### src/jsu_pkg.sv
// ----------------------------------------------------------------------------
// jsu_pkg
// Shared types and helpers for the JSON string unescape block: result kinds,
// result groups and the UTF-8 encoding of one code point.
// ----------------------------------------------------------------------------
package jsu_pkg;

  localparam int MaxRes = 4;
  localparam int CntW   = $clog2(MaxRes + 1);
  localparam int IdxW   = $clog2(MaxRes);

  typedef enum logic [1:0] {
    KIND_BYTE  = 2'd0,
    KIND_DONE  = 2'd1,
    KIND_ERROR = 2'd2
  } kind_e;

  typedef enum logic [6:0] {
    MODE_IDLE      = 7'b0000001,
    MODE_STRING    = 7'b0000010,
    MODE_ESCAPE    = 7'b0000100,
    MODE_HEX_FIRST = 7'b0001000,
    MODE_HI_WAIT   = 7'b0010000,
    MODE_HI_BSLASH = 7'b0100000,
    MODE_HEX_LOW   = 7'b1000000
  } mode_e;

  localparam logic [7:0] ChQuote  = 8'h22;
  localparam logic [7:0] ChBslash = 8'h5C;
  localparam logic [7:0] ChU      = 8'h75;

  typedef struct packed {
    kind_e      kind;
    logic [7:0] data;
  } res_t;

  typedef struct packed {
    logic [CntW-1:0]         cnt;
    res_t [MaxRes-1:0]       res;
  } grp_t;

  function automatic logic [4:0] hex_val(logic [7:0] b);
    logic [4:0] v;
    v = 5'd16;
    if (b >= 8'h30 && b <= 8'h39) v = 5'(b - 8'h30);
    else if (b >= 8'h61 && b <= 8'h66) v = 5'(b - 8'h61 + 8'd10);
    else if (b >= 8'h41 && b <= 8'h46) v = 5'(b - 8'h41 + 8'd10);
    return v;
  endfunction

  // {valid, value}
  function automatic logic [8:0] esc_val(logic [7:0] b);
    logic [8:0] r;
    case (b)
      8'h22:   r = {1'b1, 8'h22};
      8'h5C:   r = {1'b1, 8'h5C};
      8'h2F:   r = {1'b1, 8'h2F};
      8'h62:   r = {1'b1, 8'h08};
      8'h66:   r = {1'b1, 8'h0C};
      8'h6E:   r = {1'b1, 8'h0A};
      8'h72:   r = {1'b1, 8'h0D};
      8'h74:   r = {1'b1, 8'h09};
      default: r = {1'b0, 8'h00};
    endcase
    return r;
  endfunction

  function automatic grp_t grp_push(grp_t g, kind_e k, logic [7:0] d);
    grp_t r;
    r = g;
    if (g.cnt < CntW'(MaxRes)) begin
      r.res[g.cnt[IdxW-1:0]].kind = k;
      r.res[g.cnt[IdxW-1:0]].data = d;
      r.cnt = g.cnt + CntW'(1);
    end
    return r;
  endfunction

  function automatic grp_t grp_cp(grp_t g, logic [31:0] cp);
    grp_t r;
    r = g;
    if (cp < 32'h80) begin
      r = grp_push(r, KIND_BYTE, cp[7:0]);
    end else if (cp < 32'h800) begin
      r = grp_push(r, KIND_BYTE, 8'(32'hC0 | (cp >> 6)));
      r = grp_push(r, KIND_BYTE, 8'(32'h80 | (cp & 32'h3F)));
    end else if (cp < 32'h10000) begin
      r = grp_push(r, KIND_BYTE, 8'(32'hE0 | (cp >> 12)));
      r = grp_push(r, KIND_BYTE, 8'(32'h80 | ((cp >> 6) & 32'h3F)));
      r = grp_push(r, KIND_BYTE, 8'(32'h80 | (cp & 32'h3F)));
    end else begin
      r = grp_push(r, KIND_BYTE, 8'(32'hF0 | (cp >> 18)));
      r = grp_push(r, KIND_BYTE, 8'(32'h80 | ((cp >> 12) & 32'h3F)));
      r = grp_push(r, KIND_BYTE, 8'(32'h80 | ((cp >> 6) & 32'h3F)));
      r = grp_push(r, KIND_BYTE, 8'(32'h80 | (cp & 32'h3F)));
    end
    return r;
  endfunction

endpackage

### src/jsu_decode.sv
// ----------------------------------------------------------------------------
// jsu_decode
// Parse state of the string decoder and the result group one text item makes.
// ----------------------------------------------------------------------------
module jsu_decode (
  input  logic          clk_i,
  input  logic          rst_ni,
  input  logic          take_i,
  input  logic [7:0]    text_byte_i,
  input  logic          text_end_i,
  output jsu_pkg::grp_t grp_o
);

  jsu_pkg::mode_e mode_q, mode_d;
  logic [1:0]     hcnt_q, hcnt_d;
  logic [15:0]    hacc_q, hacc_d;
  logic [15:0]    hi_q, hi_d;

  logic [4:0]     dig;
  logic [8:0]     esc;
  logic [15:0]    acc_new;
  logic [31:0]    pair_cp;
  jsu_pkg::grp_t  grp;

  assign dig     = jsu_pkg::hex_val(text_byte_i);
  assign esc     = jsu_pkg::esc_val(text_byte_i);
  assign acc_new = {hacc_q[11:0], dig[3:0]};
  assign pair_cp = 32'h10000 + (({16'h0, hi_q} - 32'hD800) << 10)
                 + ({16'h0, acc_new} - 32'hDC00);

  always_comb begin
    mode_d = mode_q;
    hcnt_d = hcnt_q;
    hacc_d = hacc_q;
    hi_d   = hi_q;
    grp    = '0;
    if (text_end_i) begin
      grp    = jsu_pkg::grp_push(grp, jsu_pkg::KIND_ERROR, 8'h00);
      mode_d = jsu_pkg::MODE_IDLE;
      hcnt_d = '0;
      hacc_d = '0;
      hi_d   = '0;
    end else begin
      unique case (mode_q) inside
        jsu_pkg::MODE_STRING, jsu_pkg::MODE_HI_WAIT: begin
          if (mode_q == jsu_pkg::MODE_HI_WAIT && text_byte_i == jsu_pkg::ChBslash) begin
            mode_d = jsu_pkg::MODE_HI_BSLASH;
          end else begin
            if (mode_q == jsu_pkg::MODE_HI_WAIT) begin
              grp  = jsu_pkg::grp_cp(grp, {16'h0, hi_q});
              hi_d = '0;
            end
            if (text_byte_i == jsu_pkg::ChQuote) begin
              grp    = jsu_pkg::grp_push(grp, jsu_pkg::KIND_DONE, 8'h00);
              mode_d = jsu_pkg::MODE_IDLE;
            end else if (text_byte_i == jsu_pkg::ChBslash) begin
              mode_d = jsu_pkg::MODE_ESCAPE;
            end else begin
              grp    = jsu_pkg::grp_push(grp, jsu_pkg::KIND_BYTE, text_byte_i);
              mode_d = jsu_pkg::MODE_STRING;
            end
          end
        end
        jsu_pkg::MODE_ESCAPE, jsu_pkg::MODE_HI_BSLASH: begin
          if (text_byte_i == jsu_pkg::ChU) begin
            mode_d = (mode_q == jsu_pkg::MODE_ESCAPE) ? jsu_pkg::MODE_HEX_FIRST
                                                      : jsu_pkg::MODE_HEX_LOW;
            hcnt_d = '0;
            hacc_d = '0;
          end else if (esc[8]) begin
            if (mode_q == jsu_pkg::MODE_HI_BSLASH) begin
              grp  = jsu_pkg::grp_cp(grp, {16'h0, hi_q});
              hi_d = '0;
            end
            grp    = jsu_pkg::grp_push(grp, jsu_pkg::KIND_BYTE, esc[7:0]);
            mode_d = jsu_pkg::MODE_STRING;
          end else begin
            grp    = jsu_pkg::grp_push(grp, jsu_pkg::KIND_ERROR, 8'h00);
            mode_d = jsu_pkg::MODE_IDLE;
            hcnt_d = '0;
            hacc_d = '0;
            hi_d   = '0;
          end
        end
        jsu_pkg::MODE_HEX_FIRST, jsu_pkg::MODE_HEX_LOW: begin
          if (dig[4]) begin
            grp    = jsu_pkg::grp_push(grp, jsu_pkg::KIND_ERROR, 8'h00);
            mode_d = jsu_pkg::MODE_IDLE;
            hcnt_d = '0;
            hacc_d = '0;
            hi_d   = '0;
          end else if (hcnt_q != 2'd3) begin
            hacc_d = acc_new;
            hcnt_d = hcnt_q + 2'd1;
          end else begin
            hcnt_d = '0;
            hacc_d = '0;
            if (mode_q == jsu_pkg::MODE_HEX_LOW) begin
              grp    = jsu_pkg::grp_cp(grp, pair_cp);
              hi_d   = '0;
              mode_d = jsu_pkg::MODE_STRING;
            end else if (acc_new >= 16'hD800 && acc_new <= 16'hDBFF) begin
              hi_d   = acc_new;
              mode_d = jsu_pkg::MODE_HI_WAIT;
            end else begin
              grp    = jsu_pkg::grp_cp(grp, {16'h0, acc_new});
              mode_d = jsu_pkg::MODE_STRING;
            end
          end
        end
        default: begin
          if (text_byte_i == jsu_pkg::ChQuote) begin
            mode_d = jsu_pkg::MODE_STRING;
            hcnt_d = '0;
            hacc_d = '0;
            hi_d   = '0;
          end else begin
            grp    = jsu_pkg::grp_push(grp, jsu_pkg::KIND_ERROR, 8'h00);
            mode_d = jsu_pkg::MODE_IDLE;
            hcnt_d = '0;
            hacc_d = '0;
            hi_d   = '0;
          end
        end
      endcase
    end
  end

  assign grp_o = grp;

  always_ff @(posedge clk_i or negedge rst_ni) begin
    if (!rst_ni) begin
      mode_q <= jsu_pkg::MODE_IDLE;
      hcnt_q <= '0;
      hacc_q <= '0;
      hi_q   <= '0;
    end else if (take_i) begin
      mode_q <= mode_d;
      hcnt_q <= hcnt_d;
      hacc_q <= hacc_d;
      hi_q   <= hi_d;
    end
  end

endmodule

### src/json_string_unescape_utf8.sv
// ----------------------------------------------------------------------------
// json_string_unescape_utf8
// Streaming decoder for one JSON string literal, emitting UTF-8 bytes.
// ----------------------------------------------------------------------------
// Input channel: one JSON text byte per item (text_byte_i), or an end-of-text
// marker (text_end_i), on in_valid_i / in_ready_o.
// Output channel: result items on out_valid_o / out_ready_i, each a decoded
// byte, a string-complete marker or an error; last_o flags the final result
// of one input item. An input item yields zero to four results.
// An item's results are registered when it is taken and shown once earlier
// groups are delivered. Throughput: one input item per cycle while in_ready_o
// is high; the output moves one result per cycle while out_ready_i is high.
// Results are held in a two-group queue, so a new item is taken while the
// previous group is still draining; in_ready_o drops only when both slots
// hold undelivered groups.
// Reset: parser returns to idle (awaiting the opening quote), queue empties.
// When the receiver stalls, the current result holds on the port and the
// input side stops once the queue is full.
// ----------------------------------------------------------------------------
module json_string_unescape_utf8 (
  input  logic       clk_i,
  input  logic       rst_ni,
  input  logic       in_valid_i,
  output logic       in_ready_o,
  input  logic [7:0] text_byte_i,
  input  logic       text_end_i,
  output logic       out_valid_o,
  input  logic       out_ready_i,
  output logic [1:0] kind_o,
  output logic [7:0] out_byte_o,
  output logic       last_o
);

  localparam int IdxW = jsu_pkg::IdxW;
  localparam int CntW = jsu_pkg::CntW;

  logic          take;
  logic          push;
  logic          pop;
  logic          fire;
  logic          last;
  jsu_pkg::grp_t grp;
  jsu_pkg::grp_t head;
  jsu_pkg::grp_t slot_q [2];
  logic          wr_q, rd_q;
  logic [1:0]    fill_q;
  logic [IdxW-1:0] idx_q;

  assign take = in_valid_i && in_ready_o;

  jsu_decode u_decode (
    .clk_i       (clk_i),
    .rst_ni      (rst_ni),
    .take_i      (take),
    .text_byte_i (text_byte_i),
    .text_end_i  (text_end_i),
    .grp_o       (grp)
  );

  assign in_ready_o = (fill_q != 2'd2);
  assign push       = take && (grp.cnt != '0);
  assign head       = slot_q[rd_q];
  assign out_valid_o = (fill_q != 2'd0);
  assign fire       = out_valid_o && out_ready_i;
  assign last       = ({1'b0, idx_q} == (head.cnt - CntW'(1)));
  assign pop        = fire && last;

  assign kind_o     = head.res[idx_q].kind;
  assign out_byte_o = head.res[idx_q].data;
  assign last_o     = last;

  always_ff @(posedge clk_i) begin
    if (push) begin
      slot_q[wr_q] <= grp;
    end
  end

  always_ff @(posedge clk_i or negedge rst_ni) begin
    if (!rst_ni) begin
      wr_q   <= 1'b0;
      rd_q   <= 1'b0;
      fill_q <= 2'd0;
      idx_q  <= '0;
    end else begin
      if (push) wr_q <= ~wr_q;
      if (pop)  rd_q <= ~rd_q;
      if (push && !pop)      fill_q <= fill_q + 2'd1;
      else if (pop && !push) fill_q <= fill_q - 2'd1;
      if (pop)       idx_q <= '0;
      else if (fire) idx_q <= idx_q + IdxW'(1);
    end
  end

  a_fill_bound: assert property (@(posedge clk_i) disable iff (!rst_ni)
    fill_q <= 2'd2)
    else $error("result queue overfilled");

  a_head_nonempty: assert property (@(posedge clk_i) disable iff (!rst_ni)
    out_valid_o |-> (head.cnt != '0))
    else $error("empty group in result queue");

  a_idx_range: assert property (@(posedge clk_i) disable iff (!rst_ni)
    out_valid_o |-> ({1'b0, idx_q} < head.cnt))
    else $error("result index past group end");

  a_pop_rewinds: assert property (@(posedge clk_i) disable iff (!rst_ni)
    pop |=> (idx_q == '0))
    else $error("result index not rewound after group");

endmodule

### config.mk
export PLATFORM = sky130hd
export DESIGN_NAME = json_string_unescape_utf8
export DESIGN_NICKNAME = d
export VERILOG_FILES = /design/src/jsu_pkg.sv /design/src/jsu_decode.sv /design/src/json_string_unescape_utf8.sv
export SDC_FILE = /design/constraint.sdc
export NUM_CORES = 1
export LEC_CHECK = 0
export BUFFER_PORTS_ARGS = -buffer_cell sky130_fd_sc_hd__buf_4
export CORE_AREA = 5 5 130 132
export CTS_BUF_LIST = sky130_fd_sc_hd__clkbuf_8
export DETAILED_ROUTE_END_ITERATION = 8
export DIE_AREA = 0 0 135 137
export PLACE_DENSITY = 0.77
export SYNTH_ARGS = -nofsm -noshare
export SYNTH_HDL_FRONTEND = slang
export SYNTH_SLANG_ARGS = --single-unit
### constraint.sdc
create_clock -name clk_i -period 9.2 [get_ports clk_i]
set_input_delay 0.46 -clock clk_i [delete_from_list [all_inputs] [get_ports clk_i]]
set_output_delay 0.46 -clock clk_i [all_outputs]
set_load 0.005 [all_outputs]
==> impl_results.md <==
- Post-Syn Instances: 994
- Clock tree buffer depth: 2
- Final Cycle Share: 68.95%
- Synth Area per Inst: 9.266 um^2
- Height of the die: 137 um
- Starting Density: 59.05%
- Syn Std Cell Area: 9210 um^2
- Hold Crit Class: in2reg
- Vias in the first global route: 7752
- Asr flop ratio synth: 34.96%
- Register area share after synthesis: 37.78%
- Setup violators final: 0
- CTS tree: yes
- Commonest non-fill, non-tap cell in the layout: nand2_1
- Row Count: 46
- CTS buffer count: 17
- Minimum clock period: 6.344 ns
- Worst-margin pin slew: 1.161 ns
- RSZ-0062 raised after global routing: false
- Die Width: 135 um
- CTS H-tree lvls: 4
- CTS sink count: 123
- Synth area leaders: edfxtp_1 (26%), dfrtp_1 (11%), ha_1 (6.9%)
- Yosys warns: 0
- Final worst slack: 2.856 ns
- Routed len/inst: 22.73 um
- Highest Clock Rate: 157.6 MHz
- Final #Nets: 1060
- Top Ports: 26
- Max FO, Critical Path: 40
- Most frequent cells in the layout: nand2_1 (100), nor2_1 (91), a21oi_1 (80), edfxtp_1 (80), o21ai_0 (57)
- CP Data Required Time: 9.26 ns
- Outcome: finished clean
- Top-area cell type share of the netlist area: 26.08%
- Total Power: 1.773 mW
- Layout cell share with drive strength beyond 1: 13.49%
- Clock-pin slew on the worst setup and hold paths: 0.09 ns
- Post-CTS Resized: 0
- Place WS: 2.977 ns
- Syn Nets: 1059
- Core Footprint: 15600 um^2
- Crit start category: flip-flop
- Setup TNS: 0 ns
- Antenna diode count: 0
- Clock latency on the worst-skew pair: 0.45 ns
- Synth cell types: 80
- Largest net degree at the start of global routing: 44
- FF-to-FF path depth: 16
- Port bufs: 25
- Synth Register Bits: 123
- Clock Root Buffer: clkbuf_8
- Routed wire length: 27820 um
- Power Dens Cells: 176.7 nW/um^2
- Post-route DRC: 0
- Hold WS: 0.3469 ns
- CP dominant cell by count: ha_1
- Worst path slowest cell: nor2b_4
- DP HPWL: 20120 um
- Placed cell count: 1191
- VDD IR max: 0.1074 mV
- Fin cells: 1224
- Die ar.: 18500 um^2
- Via-per-instance ratio: 6.797
- Max transition margin: 20.57%
- Peak per-stage delay on the critical path: 0.92 ns
- Number of synthesized flops with an enable pin: 80
- Crit. End Element: flip-flop
- GPL Wtd Cong: 1.014
- Clock skew: 0.01924 ns
- CP Cell Sequence: ha_1, a21oi_1, nor2_1, inv_1, ha_1, ha_1, a21o_1, or2_2, nor3_1, a311oi_1, or4b_1, or4_1, nor4_1, o21ai_1, a31oi_4, nor2b_4
- Via count: 8319
- Total grt overflow: 0
- Max-cap viol count: 0
- Antenna Nets Post-Route: 0
- Prevailing post-synth register cell: edfxtp_1
- Final Max Tran Viols: 0
- WS Path Type: reg2reg
- Initial antenna violation count: 0
- DR iter-0 viols: 1068
- Crit path arrival time: 6.40 ns
- Final hold vios: 0
- Leak pwr: 3.681 nW
- Hold path depth: 2
- First-pass GRT wire length: 43550 um
- GRT Util Overall: 30.60%
- Layout Area Growth over Synthesis: 8.925%
- Setup bufs post-CTS: 0
- Area leader, netlist: edfxtp_1
- TritonRoute pass-1 iters: 7
==> synth_stat cells (16+ instances only) <==
cell type	count
nand2_1	100
nor2_1	91
a21oi_1	80
edfxtp_1	80
o21ai_0	57
ha_1	51
clkbuf_1	50
dfrtp_1	42
nor3_1	37
inv_1	27
o22ai_1	21
mux2_2	18
mux2i_1	18
mux4_2	18
nand3_1	18
xnor2_1	17
a22oi_1	16
==> metal layers <==
layer	up-vias	wire, um	part of all wire [%]	GRT usage [%]
li1	3783	-	-	-
met3	113	2534	9.1	5.588
met4	0	1534	5.5	14.84
met2	501	12450	45	47.30
met1	3922	11300	41	41.88
met5	-	0	0	0
==> area by class of cell <==
cell class	count	area, um^2
Sequential cell	123	3480
Multi-Input combinational cell	787	5419
Inverter	27	101.3
Clock buffer	18	247.7
Clock inverter	14	219.0
Tap cell	216	270.3
Timing Repair Buffer	39	295.3
Fill cell	1298	5565
==> through the flow <==
stage               cell area, um^2  util (%)
CTS                           10030     64.32
detailed placement             9555     61.26
finish                        10030     64.32
floorplan                      9210         -
global placement               9555     61.26
global route                  10030     64.32
==> cell families (layout without fill, tap and decap cells) <==
kind of cell,Yosys count,after routing,share of synthesized area [%]
xor+xnor,26,26,2.473
buf+inv,84,98,3.546
fa+ha+maj,52,52,7.146
compound gates,303,303,21.75
simple gates,352,352,18.75
mux,54,54,8.559
flops,123,123,37.78
==> power breakdown <==
part           leakage (nW)  internal, mW  switching [mW]
Clock                 0.229         0.332           0.236
Sequential             1.34         0.699          0.0580
Combinational          2.11         0.238           0.211
==> final timing paths <==
path	startpoint	endpoint	slack, ns
max	u_decode.hacc_q[7]$_DFFE_PN0P_	slot_q[0][5]$_DFFE_PP_	2.86
max reg2reg	u_decode.hacc_q[7]$_DFFE_PN0P_	slot_q[0][5]$_DFFE_PP_	2.86
max in group asynchronous	rst_ni	rd_q$_DFFE_PN0P_	8.21
min reg2reg	fill_q[1]$_DFFE_PN0P_	fill_q[1]$_DFFE_PN0P_	0.49
min	text_end_i	u_decode.mode_q[2]$_DFFE_PN0P_	0.35
min in group asynchronous	rst_ni	u_decode.mode_q[2]$_DFFE_PN0P_	0.54
==> flip-flops by register name, indices dropped and copies added (netlist names) <==
signal,count
slot_q,80
u_decode.hi_q,16
u_decode.hacc_q,12
u_decode.mode_q,7
fill_q,2
idx_q,2
u_decode.hcnt_q,2
rd_q,1
wr_q,1
==> critical path, delay by kind of cell, from the launching register on <==
family,cells,cell delay (ns)
buf+inv,1,0.30
simple gates,7,3.12
compound gates,5,1.08
fa+ha+maj,3,0.96
flops,1,0.48
==> timing repair <==
| item | in CTS | in global routing |
|---|---|---|
| hold buffers | 1 | 0 |
| setup endpoints to repair | 0 | 0 |
| hold endpoints to repair | 8 | 0 |
No activity file was read; power rests on OpenSTA's default activity.
